File: src/sv/iokv_pkg.sv
package iokv_pkg;

    localparam int ENTRIES    = 64;
    localparam int KEY_BITS   = 64;
    localparam int VALUE_BITS = 64;
    localparam int IDX_W      = $clog2(ENTRIES);
    localparam int CNT_W      = $clog2(ENTRIES + 1);
    localparam int POS_W      = 6;
    localparam int FUNC_W     = 3;

    typedef enum logic [FUNC_W-1:0] {
        FN_SET     = 3'd0,
        FN_GET     = 3'd1,
        FN_REMOVE  = 3'd2,
        FN_REPLACE = 3'd3,
        FN_AT      = 3'd4,
        FN_CLEAR   = 3'd5
    } func_t;

    typedef enum logic [2:0] {
        ST_IDLE,
        ST_MATCH,
        ST_EXEC,
        ST_SCAN,
        ST_DONE
    } state_t;

    // broadcast to every cell
    typedef struct packed {
        logic                  clear;
        logic [KEY_BITS-1:0]   cmp_key;
        logic [KEY_BITS-1:0]   cmp_new_key;
        logic [KEY_BITS-1:0]   wr_key_data;
        logic [VALUE_BITS-1:0] wr_value_data;
    } cell_cmd_t;

    // per-cell write strobes
    typedef struct packed {
        logic wr_key;
        logic wr_value;
        logic set_live;
        logic kill;
    } cell_wr_t;

endpackage

File: src/sv/iokv_cell.sv
module iokv_cell (
    input  logic                             clk,
    input  logic                             rst_n,
    input  iokv_pkg::cell_cmd_t              cmd,
    input  iokv_pkg::cell_wr_t               wr,
    input  logic                             scan_in_valid,
    input  logic [iokv_pkg::POS_W-1:0]       scan_in_rank,
    output logic                             scan_out_valid,
    output logic [iokv_pkg::POS_W-1:0]       scan_out_rank,
    output logic                             hit,
    output logic                             match_key,
    output logic                             match_new_key,
    output logic [iokv_pkg::KEY_BITS-1:0]    slot_key,
    output logic [iokv_pkg::VALUE_BITS-1:0]  slot_value
);

    logic [iokv_pkg::KEY_BITS-1:0]   key_reg;
    logic [iokv_pkg::VALUE_BITS-1:0] value_reg;
    logic                            live_reg;
    logic                            live_next;
    logic                            scan_valid_reg;
    logic                            scan_valid_next;
    logic [iokv_pkg::POS_W-1:0]      scan_rank_reg;
    logic [iokv_pkg::POS_W-1:0]      scan_rank_next;

    always_comb
    begin
        live_next = live_reg;
        if (cmd.clear)
        begin
            live_next = 1'b0;
        end
        else if (wr.set_live)
        begin
            live_next = 1'b1;
        end
        else if (wr.kill)
        begin
            live_next = 1'b0;
        end
    end

    assign match_key     = live_reg && (key_reg == cmd.cmp_key);
    assign match_new_key = live_reg && (key_reg == cmd.cmp_new_key);

    // rank wave: stops at the cell where the remaining rank reaches zero
    assign hit             = scan_in_valid && live_reg && (scan_in_rank == '0);
    assign scan_valid_next = scan_in_valid && !hit;
    assign scan_rank_next  = scan_in_rank - iokv_pkg::POS_W'(live_reg);

    always_ff @(posedge clk or negedge rst_n)
    begin
        if (!rst_n)
        begin
            live_reg       <= 1'b0;
            scan_valid_reg <= 1'b0;
        end
        else
        begin
            live_reg       <= live_next;
            scan_valid_reg <= scan_valid_next;
        end
    end

    always_ff @(posedge clk)
    begin
        scan_rank_reg <= scan_rank_next;
        if (wr.wr_key)
        begin
            key_reg <= cmd.wr_key_data;
        end
        if (wr.wr_value)
        begin
            value_reg <= cmd.wr_value_data;
        end
    end

    assign scan_out_valid = scan_valid_reg;
    assign scan_out_rank  = scan_rank_reg;
    assign slot_key       = key_reg;
    assign slot_value     = value_reg;

endmodule

File: config.mk
export PLATFORM = sky130hd
export DESIGN_NAME = iokv_cell
export DESIGN_NICKNAME = d
export VERILOG_FILES = /design/src/sv/iokv_pkg.sv /design/src/sv/iokv_cell.sv
export SDC_FILE = /design/constraint.sdc
export NUM_CORES = 1
export LEC_CHECK = 0
export ABC_AREA = 1
export BUFFER_PORTS_ARGS = -buffer_cell sky130_fd_sc_hd__buf_2
export CAP_MARGIN = 20
export CORE_AREA = 2 2 161 163
export CTS_CLUSTER_DIAMETER = 150
export DETAILED_ROUTE_END_ITERATION = 8
export DIE_AREA = 0 0 163 165
export GPL_TIMING_DRIVEN = 1
export PLACE_DENSITY_LB_ADDON = 0.3
export SLEW_MARGIN = 20
export SYNTH_ARGS = -nofsm -noshare
export SYNTH_HDL_FRONTEND = slang
export SYNTH_SLANG_ARGS = --single-unit
File: constraint.sdc
create_clock -name clk -period 1.1 [get_ports clk]
set_clock_uncertainty 0.15 [all_clocks]
set_input_delay 0 -clock clk [delete_from_list [all_inputs] [get_ports clk]]
set_output_delay 0 -clock clk [all_outputs]
set_load 0.005 [all_outputs]
* Word level (Yosys, flattened, before mapping)
Index checks and enable logic that the tools add are counted.
** Operators by class
- Add/subtract/negate cells :: 1
- Eq/ne operators :: 2
- Multiplexer cells :: 3
- Reduce and logical (&&, ||, !) cells :: 8
** Operators by type and width (count)
- 64-bit == test :: 2
- 6-bit logical NOT :: 1
- 6-bit by 1-bit subtractor with 6-bit output :: 1
- 1-bit logical AND :: 5
- 1-bit 2-to-1 mux :: 3
- 3-bit nonzero test :: 1
- 1-bit logical NOT :: 1
** Word-level totals
- Flip-flop bits (word level) :: 136
- Input port bits :: 270
- Output and inout port bits :: 138
- Word-level logic and storage cells :: 19

* Depth between registers and ports, before layout
- Depth in word-level cells :: 4
- Gate-level depth with buffers :: 10
- Gate-level depth less buffers :: 10

* Least setup slack after synthesis
No wires, ideal clock.
- Path kind :: reg-to-output
- Start :: register key_reg, in the netlist slot_key[6]
- End :: output port match_key
- Data arrival time :: 1.059 ns
- Data required time :: 0.950 ns
- Slack :: -0.109 ns
- Stages on the path, launching flop included :: 10
- Buffers on the path :: 0
- Path through :: edfxtp_1 > inv_1 > nor2_1 > nor2_1 > nand2_1 > nor2_1 > nand2_1 > nor2_1 > nand3_1 > nor2_1
** Between the ends
- Cells in the longest elaborated chain, start to end :: 2
** Ends and longest elaborated chain
- start, declared :: RTL line iokv_cell.sv:17 : logic [iokv_pkg::KEY_BITS-1:0] key_reg;
- start signal, assigned :: RTL line iokv_cell.sv:70 : key_reg <= cmd.wr_key_data;
- 64-bit == test :: RTL line iokv_cell.sv:43 : assign match_key = live_reg && (key_reg == cmd.cmp_key);
- 1-bit logical AND :: RTL line iokv_cell.sv:43
- end, declared :: RTL line iokv_cell.sv:11 : output logic match_key,
Every way passes these cells.

* Worst setup path after layout
- Start :: register key_reg, in the netlist slot_key[54]
- End :: output port match_new_key
** Between the ends
- Cells in the longest elaborated chain, start to end :: 2
** Ends and longest elaborated chain
- 64-bit == test :: RTL line iokv_cell.sv:44 : assign match_new_key = live_reg && (key_reg == cmd.cmp_new_key);
- 1-bit logical AND :: RTL line iokv_cell.sv:44
- end, declared :: RTL line iokv_cell.sv:12 : output logic match_new_key,
Every way passes these cells.

==> results.toml <==
[status]
status = "complete, but fails checks"
violations = "negative setup slack"

[worst_setup_path]
r2r_slack_ns = -0.18
critPathKind = "reg -> out"
cp-start-kind = "flip-flop"
slowest_delay_ns = 0.51
critPathSlowestCell = "edfxtp_1"
worstRegToRegCells = 4
critPathArrivalTime_ns = 1.91
crit_required_ns = 0.95
path_max_fanout = 3
r2r-start = "live_reg"
worstReg2RegEnd = "scan_out_rank[2]"
worstSetupEndpointType = "primary output"
cp_cell_sequence = "xor2_1 > nor3_2 > nand2_1 > nor2_4 > nand2_2 > nor2_2 > buf_2"
crit_path_start = "slot_key[54]"

[place]
place_ws_ns = -0.758
port_buffers = 407
dp.cells = 1404
gp_congestion = 0.840
dpl.hpwl_mm = 20.1

[sta]
rsz0062_at_grt = "yes"
fin_crit_sh = 1.87
clock.fmax_ghz = 0.486
tns_ns = -9.69
worst_slack_ns = -0.956
fin_crit_ns = 2.06
finalHoldViolations = 0
slew_viol_final = 0
tightest_slew_ns = 0.420
setup_viol = 76
slew_headroom = 0.719

[global_routing]
track_usage = 0.185
antenna_found_initial = 1
grt_max_degree = 65
grt_remaining_overflow = 0
grt_pass1_vias = 6714
grt_pass1_wl_mm = 36.6

[cts]
clock_latency_ns = 0.41
cts_buffers = 17
cts_tree = "built"
clk_pin_slew_worst_paths_ns = 0.07
ctsLongestPathBuffers = 2
h-tree-depth = 4
cts_root_buf = "clkbuf_16"
cts.sinks = 136

[drt]
postRouteAntennaNets = 0
drtIter0Drc = 306
detail_route.drc_violations = 0
first_pass_iters = 5
viasPerCell = 4.12
drt_wl_total_mm = 25.9
wire_per_inst_um = 16.3
vias = 6557

[power]
leakagePower_nw = 5.56
ir_drop_mv = 0.948
p_per_area_nw_per_um2 = 1300

[floorplanning]
boundaryPins = 408
dieWidth_um = 163
num_rows = 58
start_util = 0.248
dieHeight_um = 165
fp.dieArea_um2 = 26900
core_area_um2 = 25000

[hold_path]
hold_path.class = "in -> reg"
whs_path_depth = 2
whs_endpoint = "slot_value[34]"
hold_path_startpoint = "cmd[34]"

[synthesis]
yosys_warnings = 0
synthesis.nets = 903
syn_avg_cell_area_um2 = 9.83
yosysSeqAreaShare = 0.647
ys_ff_latch = 136
syn-cell-area_um2 = 6200
ys_types = 18
netlist_instances = 631

[job]
maxCapViolCount = 0

[finish]
final_common_cell = "buf_2"
fin_cells = 1592
drive_above_1_share = 0.416
syn_to_final_growth_pct = 84.2
final_nets = 1520
layout_common_cells = "382 x buf_2, 208 x nand2_1, 142 x dlygate4sd3_1"
-- metal layers --
metal / global-route usage / part of all wire / wire length (um) / vias to the layer above
li1: - / - / - / 3246
met1: 0.213 / 0.39 / 10200 / 2997
met2: 0.335 / 0.51 / 13300 / 286
met3: 0.0525 / 0.076 / 1980 / 28
met4: 0.0555 / 0.017 / 444 / 0
met5: 0 / 0 / 0 / -
-- how the worst max path moves through the flow --
stage / to / slack (ns) / cells past startpoint
finish: match_new_key / -0.96 / 7
global route: match_new_key / -1.11 / 10
CTS: match_new_key / -1.01 / 8
detailed placement: match_new_key / -0.76 / 8
global placement: match_new_key / -0.76 / 8
floorplan: match_key / -0.1 / 9
-- cell usage after synthesis --
cell | number | share of area
ha_1 | 2 | 0.0040
nand4_1 | 7 | 0.0071
o22ai_1 | 18 | 0.018
nor2_1 | 73 | 0.044
nand3_1 | 6 | 0.0048
nand2_2 | 1 | 0.0010
dfxtp_1 | 6 | 0.019
inv_1 | 111 | 0.067
edfxtp_1 | 128 | 0.62
nand2_1 | 213 | 0.13
inv_2 | 3 | 0.0018
o21ai_0 | 16 | 0.013
xor2_1 | 9 | 0.013
dfrtp_1 | 2 | 0.0081
nor2_2 | 1 | 0.0010
o221ai_1 | 2 | 0.0028
nor3_1 | 1 | 0.00081
xnor2_1 | 32 | 0.045
-- cell families (layout without fill, tap and decap cells) --
kind of cell,Yosys count,after routing,synth area share
DFF,136,136,0.647
buffers and inverters,114,744,0.0690
xor gates and xnor gates,41,41,0.0579
and+or+nand+nor,302,302,0.188
AOI/OAI and AO/OA,36,36,0.0339
other,0,1,0
adders and majority gates,2,2,0.00403
-- repair_timing --
item,CTS,global route
resized for setup,61,29
endpoints found under the setup margin,84,125
setup buffers,11,19
hold endpoints to repair,266,0
pin swaps,6,16
hold buffers,142,0
-- worst max-delay path: cells and delay by family, from the launching register on --
family	cells	cell delay, ns
flip-flops	1	0.51
AND/OR/NAND/NOR	5	0.64
XOR/XNOR	1	0.22
buffers and inverters	1	0.13
-- metrics by stage --
stage	power, mW	hold slack (ns)	instance area [um^2]	util
after floorplan	7.17	-0.446	6220	-
after global placement	8.66	-0.362	8980	0.359
after detailed placement	8.67	-0.362	8980	0.359
after CTS	15.0	0.0953	11300	0.450
after global routing	15.5	0.119	11400	0.456
final	14.8	0.138	11400	0.456
-- final cells by class --
type,count,area (um^2)
fill,2397,13600
timing repair buffer,598,4120
sequential,136,4010
multi-input combinational,381,1880
inverter,114,428
clock buffer,17,425
tap,330,413
clock inverter,15,139
antenna,1,2.50
-- where the power goes --
group | switching [mW] | internal (mW)
clock network | 2.65 | 2.99
registers | 0.272 | 6.12
logic | 1.24 | 1.58
total | 4.16 | 10.7
(Power assumes the default switching activity.)
